## config.mk

```make
export PLATFORM = sky130hd
export DESIGN_NAME = multi_button_debounce_event_queue_top
export DESIGN_NICKNAME = d
export VERILOG_FILES = /design/src/mbdeq_pkg.sv /design/src/mbdeq_ctrl.sv /design/src/mbdeq_datapath.sv /design/src/multi_button_debounce_event_queue_top.sv
export VERILOG_INCLUDE_DIRS = /design/src /design/src/src
export SDC_FILE = /design/constraint.sdc
export NUM_CORES = 1
export LEC_CHECK = 0
export BUFFER_PORTS_ARGS = -buffer_cell sky130_fd_sc_hd__buf_2
export CAP_MARGIN = 15
export CORE_UTILIZATION = 50
export DETAILED_ROUTE_END_ITERATION = 12
export GPL_TIMING_DRIVEN = 0
export PLACE_DENSITY = 0.66
export SLEW_MARGIN = 20
export SYNTH_ARGS = -nofsm -noshare
export SYNTH_HDL_FRONTEND = slang
export SYNTH_SLANG_ARGS = --single-unit
```

## constraint.sdc

```tcl
create_clock -name i_clk -period 5.2 [get_ports i_clk]
set_input_delay 0.26 -clock i_clk [delete_from_list [all_inputs] [get_ports i_clk]]
set_output_delay 0.26 -clock i_clk [all_outputs]
set_load 0.005 [all_outputs]
```

## src/assert_macros.svh

```systemverilog
// ----------------------------------------------------------------------------
// assert_macros.svh
// concurrent assertion helpers, empty when synthesizing
// ----------------------------------------------------------------------------
`ifndef ASSERT_MACROS_SVH
`define ASSERT_MACROS_SVH

`ifndef SYNTHESIS
// same-cycle implication, sampled on the rising clock edge
`define ASSERT_IMPL(lbl, clk, rst_n, ante, cons) \
    lbl: assert property (@(posedge clk) disable iff (!(rst_n)) (ante) |-> (cons)) \
        else $error("assertion failed");
// next-cycle implication
`define ASSERT_NEXT(lbl, clk, rst_n, ante, cons) \
    lbl: assert property (@(posedge clk) disable iff (!(rst_n)) (ante) |=> (cons)) \
        else $error("assertion failed");
`else
`define ASSERT_IMPL(lbl, clk, rst_n, ante, cons)
`define ASSERT_NEXT(lbl, clk, rst_n, ante, cons)
`endif

`endif

```

## src/mbdeq_pkg.sv

```systemverilog
`timescale 1ns / 1ps
`default_nettype none
// ----------------------------------------------------------------------------
// mbdeq_pkg
// shared constants and types of the button debouncer with event queue
// ----------------------------------------------------------------------------
package mbdeq_pkg;

    // block sizing
    localparam int NUM_INPUTS  = 8;
    localparam int QUEUE_DEPTH = 32;

    // field widths
    localparam int PIN_W   = 8;
    localparam int TICK_W  = 8;
    localparam int EVIDX_W = 3;
    localparam int DROP_W  = 4;

    // derived widths
    localparam int IDX_W = (NUM_INPUTS > 1) ? $clog2(NUM_INPUTS) : 1;
    localparam int PTR_W = $clog2(QUEUE_DEPTH);

    // constants
    localparam logic [TICK_W-1:0] DEBOUNCE_RESET = TICK_W'(20);
    localparam logic [TICK_W-1:0] SINCE_MAX      = {TICK_W{1'b1}};
    localparam logic [DROP_W-1:0] DROP_MAX       = {DROP_W{1'b1}};

    // input command codes
    localparam logic CMD_SCAN = 1'b0;
    localparam logic CMD_POP  = 1'b1;

    // one queued event
    typedef struct packed {
        logic [EVIDX_W-1:0] ev_index;
        logic               ev_pressed;
    } t_event;

    // controller to datapath
    typedef struct packed {
        logic start;
        logic step;
        logic pop;
        logic load_out;
    } t_dp_cmd;

    // datapath to controller
    typedef struct packed {
        logic last_idx;
        logic out_free;
    } t_dp_sts;

endpackage
`default_nettype wire

```

## src/mbdeq_ctrl.sv

```systemverilog
`timescale 1ns / 1ps
`default_nettype none
// ----------------------------------------------------------------------------
// mbdeq_ctrl
// sequencer: accepts a word, walks the inputs or pops, then hands off result
// ----------------------------------------------------------------------------
module mbdeq_ctrl (
    input  wire                    i_clk,
    input  wire                    i_rst_n,
    input  wire                    i_in_valid,
    input  wire                    i_cmd,
    output logic                   o_in_ready,
    output mbdeq_pkg::t_dp_cmd     o_cmd,
    input  mbdeq_pkg::t_dp_sts     i_sts
);
    import mbdeq_pkg::*;

    typedef enum logic [3:0] {
        S_IDLE   = 4'b0001,
        S_SCAN   = 4'b0010,
        S_POP    = 4'b0100,
        S_RESULT = 4'b1000
    } t_state;

    t_state r_state;
    t_state n_state;

    // next state and commands
    always_comb begin
        n_state    = r_state;
        o_cmd      = '0;
        o_in_ready = 1'b0;
        case (r_state)
            S_IDLE: begin
                // no word is taken while reset is held
                o_in_ready = i_rst_n;
                if (i_in_valid && i_rst_n) begin
                    o_cmd.start = 1'b1;
                    n_state     = (i_cmd == CMD_POP) ? S_POP : S_SCAN;
                end
            end
            S_SCAN: begin
                o_cmd.step = 1'b1;
                if (i_sts.last_idx) begin
                    n_state = S_RESULT;
                end
            end
            S_POP: begin
                o_cmd.pop = 1'b1;
                n_state   = S_RESULT;
            end
            S_RESULT: begin
                if (i_sts.out_free) begin
                    o_cmd.load_out = 1'b1;
                    n_state        = S_IDLE;
                end
            end
            default: begin
                n_state = S_IDLE;
            end
        endcase
    end

    // state register
    always_ff @(posedge i_clk) begin
        if (!i_rst_n) begin
            r_state <= S_IDLE;
        end else begin
            r_state <= n_state;
        end
    end

endmodule
`default_nettype wire

```

## src/mbdeq_datapath.sv

```systemverilog
`timescale 1ns / 1ps
`default_nettype none
// ----------------------------------------------------------------------------
// mbdeq_datapath
// per-input debounce state, event ring, result staging and output register
// ----------------------------------------------------------------------------
module mbdeq_datapath (
    input  wire                              i_clk,
    input  wire                              i_rst_n,
    input  mbdeq_pkg::t_dp_cmd               i_cmd,
    output mbdeq_pkg::t_dp_sts               o_sts,
    input  wire [mbdeq_pkg::PIN_W-1:0]       i_pin_levels,
    input  wire                              i_cfg_valid,
    input  wire [mbdeq_pkg::TICK_W-1:0]      i_cfg_data,
    input  wire                              i_out_ready,
    output logic                             o_out_valid,
    output logic                             o_event_valid,
    output logic [mbdeq_pkg::EVIDX_W-1:0]    o_event_input,
    output logic                             o_event_pressed,
    output logic [mbdeq_pkg::DROP_W-1:0]     o_dropped_count
);
    import mbdeq_pkg::*;

    // configuration
    logic [TICK_W-1:0] r_ticks;

    // per-input state
    logic              r_raw    [NUM_INPUTS];
    logic              r_stable [NUM_INPUTS];
    logic [TICK_W-1:0] r_since  [NUM_INPUTS];
    logic              r_primed;

    // scan walk
    logic [IDX_W-1:0]  r_idx;
    logic [PIN_W-1:0]  r_pins;

    // event ring
    t_event            r_mem [QUEUE_DEPTH];
    t_event            r_rd_data;
    logic [PTR_W-1:0]  r_rd_ptr;
    logic [PTR_W-1:0]  r_wr_ptr;

    // result staging
    logic              r_res_ev;
    t_event            r_res_event;
    logic [DROP_W-1:0] r_res_drop;

    // step logic signals
    logic [IDX_W+2:0]  w_idx_x;
    logic              w_pin;
    logic [TICK_W-1:0] w_since_new;
    logic              w_raise;
    logic [PTR_W-1:0]  w_wr_next;
    logic [PTR_W-1:0]  w_rd_next;
    logic              w_full;
    logic              w_empty;
    logic              w_push;
    t_event            w_new_event;

    // current pin, inputs past the pin field read released
    assign w_idx_x = {3'b000, r_idx};
    assign w_pin   = (w_idx_x < (IDX_W+3)'(PIN_W)) ? r_pins[w_idx_x[2:0]] : 1'b1;

    // saturating scan count since the raw level moved
    always_comb begin
        if (w_pin != r_raw[r_idx]) begin
            w_since_new = '0;
        end else if (r_since[r_idx] != SINCE_MAX) begin
            w_since_new = r_since[r_idx] + TICK_W'(1);
        end else begin
            w_since_new = r_since[r_idx];
        end
    end

    assign w_raise = r_primed && (w_pin != r_stable[r_idx]) && (w_since_new >= r_ticks);

    // ring pointers
    assign w_wr_next = (r_wr_ptr == PTR_W'(QUEUE_DEPTH - 1)) ? '0 : r_wr_ptr + PTR_W'(1);
    assign w_rd_next = (r_rd_ptr == PTR_W'(QUEUE_DEPTH - 1)) ? '0 : r_rd_ptr + PTR_W'(1);
    assign w_full    = (w_wr_next == r_rd_ptr);
    assign w_empty   = (r_rd_ptr == r_wr_ptr);
    assign w_push    = i_cmd.step && w_raise && !w_full;

    assign w_new_event.ev_index   = w_idx_x[EVIDX_W-1:0];
    assign w_new_event.ev_pressed = ~w_pin;

    // status back to the controller
    assign o_sts.last_idx = (r_idx == IDX_W'(NUM_INPUTS - 1));
    assign o_sts.out_free = !o_out_valid || i_out_ready;

    // control state
    always_ff @(posedge i_clk) begin
        if (!i_rst_n) begin
            r_ticks     <= DEBOUNCE_RESET;
            r_primed    <= 1'b0;
            r_rd_ptr    <= '0;
            r_wr_ptr    <= '0;
            r_idx       <= '0;
            o_out_valid <= 1'b0;
            for (int k = 0; k < NUM_INPUTS; k++) begin
                r_raw[k]    <= 1'b0;
                r_stable[k] <= 1'b0;
                r_since[k]  <= '0;
            end
        end else begin
            // register write
            if (i_cfg_valid) begin
                r_ticks <= i_cfg_data;
            end
            // word accepted, restart the walk
            if (i_cmd.start) begin
                r_idx <= '0;
            end
            // one input per cycle
            if (i_cmd.step) begin
                r_idx <= r_idx + IDX_W'(1);
                r_raw[r_idx] <= w_pin;
                if (!r_primed) begin
                    r_stable[r_idx] <= w_pin;
                    r_since[r_idx]  <= '0;
                end else begin
                    r_since[r_idx] <= w_since_new;
                    if (w_raise) begin
                        r_stable[r_idx] <= w_pin;
                    end
                end
                if (o_sts.last_idx) begin
                    r_primed <= 1'b1;
                end
            end
            if (w_push) begin
                r_wr_ptr <= w_wr_next;
            end
            // pop oldest event
            if (i_cmd.pop && !w_empty) begin
                r_rd_ptr <= w_rd_next;
            end
            // output register handshake
            if (i_cmd.load_out) begin
                o_out_valid <= 1'b1;
            end else if (i_out_ready) begin
                o_out_valid <= 1'b0;
            end
        end
    end

    // ring memory, registered read at the head
    always_ff @(posedge i_clk) begin
        if (w_push) begin
            r_mem[r_wr_ptr] <= w_new_event;
        end
        r_rd_data <= r_mem[r_rd_ptr];
    end

    // payload: pins, result staging and output word
    always_ff @(posedge i_clk) begin
        if (i_cmd.start) begin
            r_pins      <= i_pin_levels;
            r_res_ev    <= 1'b0;
            r_res_event <= '0;
            r_res_drop  <= '0;
        end
        if (i_cmd.step && w_raise && w_full && (r_res_drop != DROP_MAX)) begin
            r_res_drop <= r_res_drop + DROP_W'(1);
        end
        if (i_cmd.pop && !w_empty) begin
            r_res_ev    <= 1'b1;
            r_res_event <= r_rd_data;
        end
        if (i_cmd.load_out) begin
            o_event_valid   <= r_res_ev;
            o_event_input   <= r_res_event.ev_index;
            o_event_pressed <= r_res_event.ev_pressed;
            o_dropped_count <= r_res_drop;
        end
    end

endmodule
`default_nettype wire

```

## src/multi_button_debounce_event_queue_top.sv

```systemverilog
// Button debouncer with event queue.
// Input channel (i_in_valid / o_in_ready) takes one word: i_cmd selects a
// scan (pin levels in i_pin_levels, low = pressed) or a pop of the oldest
// event. Every word gives exactly one result word on the output channel
// (o_out_valid / i_out_ready): a scan reports o_dropped_count, a pop reports
// o_event_valid, o_event_input and o_event_pressed.
// The config channel (i_cfg_valid / o_cfg_ready, ready whenever out of reset)
// writes the debounce threshold in scans; write it only while the block is idle.
// A scan walks the inputs one per cycle through a single debounce datapath;
// a pop reads the ring head from a registered memory port. A new word is
// taken only after the last result is loaded; one finished result may wait in
// the output register while the next word is processed, and the block only
// holds in its result step if that register is still full.
// Reset clears pointers, debounce state and the threshold (back to 20); the
// first scan after reset just loads pin levels and raises no events.
// ----------------------------------------------------------------------------
// multi_button_debounce_event_queue_top
// top level joining the sequencer and the debounce/queue datapath
// ----------------------------------------------------------------------------
`timescale 1ns / 1ps
`default_nettype none
`include "assert_macros.svh"
module multi_button_debounce_event_queue_top (
    input  wire                              i_clk,
    input  wire                              i_rst_n,
    // input words
    input  wire                              i_in_valid,
    output logic                             o_in_ready,
    input  wire                              i_cmd,
    input  wire [mbdeq_pkg::PIN_W-1:0]       i_pin_levels,
    // result words
    output logic                             o_out_valid,
    input  wire                              i_out_ready,
    output logic                             o_event_valid,
    output logic [mbdeq_pkg::EVIDX_W-1:0]    o_event_input,
    output logic                             o_event_pressed,
    output logic [mbdeq_pkg::DROP_W-1:0]     o_dropped_count,
    // threshold register
    input  wire                              i_cfg_valid,
    output logic                             o_cfg_ready,
    input  wire [mbdeq_pkg::TICK_W-1:0]      i_cfg_data
);
    import mbdeq_pkg::*;

    t_dp_cmd w_cmd;
    t_dp_sts w_sts;

    // register writes are taken only out of reset
    assign o_cfg_ready = i_rst_n;

    // sequencer
    mbdeq_ctrl u_ctrl (
        .i_clk      (i_clk),
        .i_rst_n    (i_rst_n),
        .i_in_valid (i_in_valid),
        .i_cmd      (i_cmd),
        .o_in_ready (o_in_ready),
        .o_cmd      (w_cmd),
        .i_sts      (w_sts)
    );

    // debounce and queue datapath
    mbdeq_datapath u_dp (
        .i_clk           (i_clk),
        .i_rst_n         (i_rst_n),
        .i_cmd           (w_cmd),
        .o_sts           (w_sts),
        .i_pin_levels    (i_pin_levels),
        .i_cfg_valid     (i_cfg_valid && o_cfg_ready),
        .i_cfg_data      (i_cfg_data),
        .i_out_ready     (i_out_ready),
        .o_out_valid     (o_out_valid),
        .o_event_valid   (o_event_valid),
        .o_event_input   (o_event_input),
        .o_event_pressed (o_event_pressed),
        .o_dropped_count (o_dropped_count)
    );

    // checks
    `ASSERT_NEXT(a_busy_after_accept, i_clk, i_rst_n, i_in_valid && o_in_ready, !o_in_ready)
    `ASSERT_IMPL(a_load_when_free, i_clk, i_rst_n, w_cmd.load_out, w_sts.out_free)
    `ASSERT_IMPL(a_one_kind, i_clk, i_rst_n, o_out_valid, !(o_event_valid && (o_dropped_count != '0)))
    `ASSERT_IMPL(a_no_step_and_pop, i_clk, i_rst_n, w_cmd.step, !w_cmd.pop && !w_cmd.start)

endmodule
`default_nettype wire

```

==> metrics.cfg <==
[worst_setup_path]
crit_required_ns=5.40
cp-end-kind=flip-flop
crit_arrival_ns=5.28
crit_end=u_dp.r_mem[15][1]$_DFFE_PP_
rrSetupSlack_ns=0.13
worst-path-max-fanout=10
r2r_end=u_dp.r_mem[15][1]$_DFFE_PP_
r2r_cells=17
worst-setup-path-type=flip-flop to flip-flop
crit_path_start_kind=flip-flop

[clocking]
numClockSinks=268
clk_latency_ns=0.54
tritoncts=built
htreeDepth=1
path_clk_slew_ns=0.06
clockBufferDepth=3
root_buffer=clkbuf_16
cts_buffers=28

[finish]
final_cells=1215
multi_input_area_um2=4020
syn_to_final_growth_pct=15.4
drive_gt1_share_pct=23.5
nets=921
antenna-diode-count=0
seq_area_um2=7540
fin_area_um2=13500
fillCellCount=1720

[floorplan]
die_h_um=155
initial_core_util_pct=51.2
die_w_um=155
dieArea_um2=24000
core_area_um2=22800
io_pins=34
rows=55

[route]
drt_iter0_drc=661
dr_total_vias=6934
drcViolationCount=0
first_pass_iters=5
vias_per_cell=5.71
drt.antenna.violating_nets=0
detail_route.wirelength_um=25600
wl_per_cell_um=21.1

[yosys]
synthDistinctLibCells=63
synth.net_count=840
netlist_instances=799
ys_seq_area_share_pct=64.6
ys.flop_type=edfxtp_1
yosysWarnings=0
syn_area_um2=11700
avgSynthCellArea_um2=14.6
synth_seq_cells=268
synth-edff-count=217
async_reset_ff_share_pct=0

[power]
sw_frac_of_total_pct=22.4
p_leak_nw=4.61
pwr-share-comb_pct=6.9
clkPwrFrac_pct=41.1
total_power_mw=4.63
p_per_area_nw_per_um2=344
ir_drop_mv=0.270
power_switching_mw=1.04
seqPwrFrac_pct=52.0
intPower_mw=3.59

[timing]
skew_ns=0.00986
fmax_ghz=0.197
hold_viol=0
tightest_slew_ns=0.918
slew_viol_final=0
setup_ws_ns=0.125
finalSetupViolCount=0
period_share_pct=97.6
final.min_clock_period_ns=5.07
rsz0062_at_grt=true
worst_slew_margin_rel_pct=38.3

[global_route]
antenna_found_initial=0
grt_pass1_wl_um=40000
grt-ovfl-total=0
gr-usage-all-layers_pct=22.1
grt_pass1_vias=7373
grt_max_degree=37

[hold_path]
min_path_cells=4
hp-class=input port to flip-flop

[placement]
dp.final_hpwl_um=17900
place_ws_ns=-0.565
portBuffers=31
dp_cells=1144
placedInstanceArea_um2=12200
place_congestion=0.871

[flow_run]
cap_viol_max_count=0

[outcome]
outcome=finished clean

cell type report:
class / count / share of cell area [%]
plain buffers: 41 / 1.38
clock inverters: 13 / 0.493
repair buffers: 51 / 2.73
flip-flops and latches: 268 / 56.0
clock buffers: 39 / 6.05
multi-input cells: 471 / 29.9
well taps: 313 / 2.91
inverters: 19 / 0.530
placed cells by master (no fill, tap or decap), types with 3 or more instances in the layout:
cell / count
a21oi_1: 20
a31oi_1: 5
and2_1: 5
and3_1: 12
buf_1: 4
buf_2: 37
buf_4: 3
clkbuf_1: 32
clkbuf_16: 30
clkbuf_8: 3
clkinv_1: 5
clkinv_2: 6
dfxtp_1: 48
dlygate4sd3_1: 17
edfxtp_1: 217
ha_1: 19
inv_1: 18
mux2_2: 9
mux2i_1: 17
mux2i_4: 4
mux4_2: 62
nand2_1: 48
nand2b_1: 6
nand3_1: 30
nand3_2: 4
nand3b_1: 4
nand4_1: 4
nor2_1: 110
nor2_2: 17
nor2b_1: 7
nor2b_2: 4
nor3_1: 7
nor4_4: 4
o21a_1: 4
o21ai_0: 17
xnor2_1: 6
xor2_1: 5
registers in the layout, indices dropped and copies added (netlist names), named ones only:
register / cells
u_ctrl.r_state: 4
u_dp.o_dropped_count: 4
u_dp.o_event_input: 3
u_dp.o_event_pressed: 1
u_dp.o_event_valid: 1
u_dp.o_out_valid: 1
u_dp.r_idx: 3
u_dp.r_mem: 128
u_dp.r_pins: 8
u_dp.r_primed: 1
u_dp.r_raw: 8
u_dp.r_rd_data: 4
u_dp.r_rd_ptr: 5
u_dp.r_res_drop: 4
u_dp.r_res_ev: 1
u_dp.r_res_event: 4
u_dp.r_since: 64
u_dp.r_stable: 8
u_dp.r_ticks: 8
u_dp.r_wr_ptr: 5
cell families (layout without fill, tap and decap cells):
group | Yosys count | after routing | synth area share, %
compound gates | 68 | 68 | 3.85
xor+xnor | 14 | 14 | 1.18
fa+ha+maj | 19 | 19 | 2.04
buf+inv | 60 | 163 | 2.19
flops | 268 | 268 | 64.6
mux | 93 | 93 | 15.0
simple gates | 277 | 277 | 11.2
through the flow:
stage / utilization (%) / setup TNS, ns / hold WS (ns)
2_1_floorplan: - / 0 / 0.359
3_3_place_gp: 53.6 / -30.46 / 0.415
3_5_place_dp: 53.8 / -34.76 / 0.407
4_1_cts: 58.6 / 0 / 0.0247
5_1_grt: 59.1 / -4.89 / 0.0721
6_report: 59.1 / 0 / 0.0485
worst min-delay path by stage:
stage                                                 start                         endpoint  slack [ns]
after floorplan                             i_pin_levels[0]         u_dp.r_pins[0]$_DFFE_PP_        0.36
after global placement    u_dp.r_res_event[3]$_SDFFCE_PN0P_  u_dp.o_event_input[2]$_DFFE_PP_        0.41
after detailed placement  u_dp.r_res_event[0]$_SDFFCE_PN0P_   u_dp.o_event_pressed$_DFFE_PP_        0.41
after CTS                                       i_out_ready    u_dp.o_out_valid$_SDFFE_PN0P_        0.02
after global routing                            i_out_ready    u_dp.o_out_valid$_SDFFE_PN0P_        0.07
final                                           i_out_ready    u_dp.o_out_valid$_SDFFE_PN0P_        0.05
metal layers:
| metal | track usage [%] | wire [um] | up-vias |
|---|---|---|---|
| met5 | 0 | 0 | - |
| met2 | 40.7 | 13600 | 221 |
| met4 | 8.39 | 848 | 0 |
| li1 | - | - | 3187 |
| met3 | 2.38 | 1070 | 63 |
| met1 | 26.7 | 10100 | 3463 |
critical path: stages, from the launching register on:
cell	delay (ns)
dfxtp_1	0.32
buf_6	0.20
buf_8	0.20
mux4_2	0.53
mux2i_1	0.14
inv_1	0.09
ha_1	0.25
and3_1	0.20
nand3_1	0.21
xnor2_2	0.24
or2_2	0.34
ha_1	0.26
nand2b_1	0.10
a2111oi_1	0.09
nor3b_2	0.37
o2111a_2	0.42
nand3_2	0.34
nor2_1	0.43
what timing repair did:
item	in CTS	in global routing
hold endpoints to repair	17	0
buffers inserted	0	2
resized for setup	10	27
hold buffers	17	0
pin swaps	0	1
endpoints found under the setup margin	132	141
cells in the mapped netlist (all sizes together) (18+ instances only):
cell,n,share of area (%)
edfxtp,217,56
clkbuf,28,0.90
dfxtp,51,8.7
nand3,34,1.6
nor2,127,4.1
nand2,48,1.5
inv,18,0.58
o21ai,19,0.81
mux2i,22,2.2
mux4,62,12
a21oi,20,0.86
ha,19,2.0
power groups by stage:
stage | logic (mW) | clock network (mW) | registers (mW)
floorplan | 0.198 | 0 | 2.44
global placement | 0.280 | 0 | 2.45
detailed placement | 0.297 | 0 | 2.45
CTS | 0.312 | 1.93 | 2.41
global route | 0.348 | 2.01 | 2.41
finish | 0.318 | 1.90 | 2.41
(Power assumes the default switching activity.)
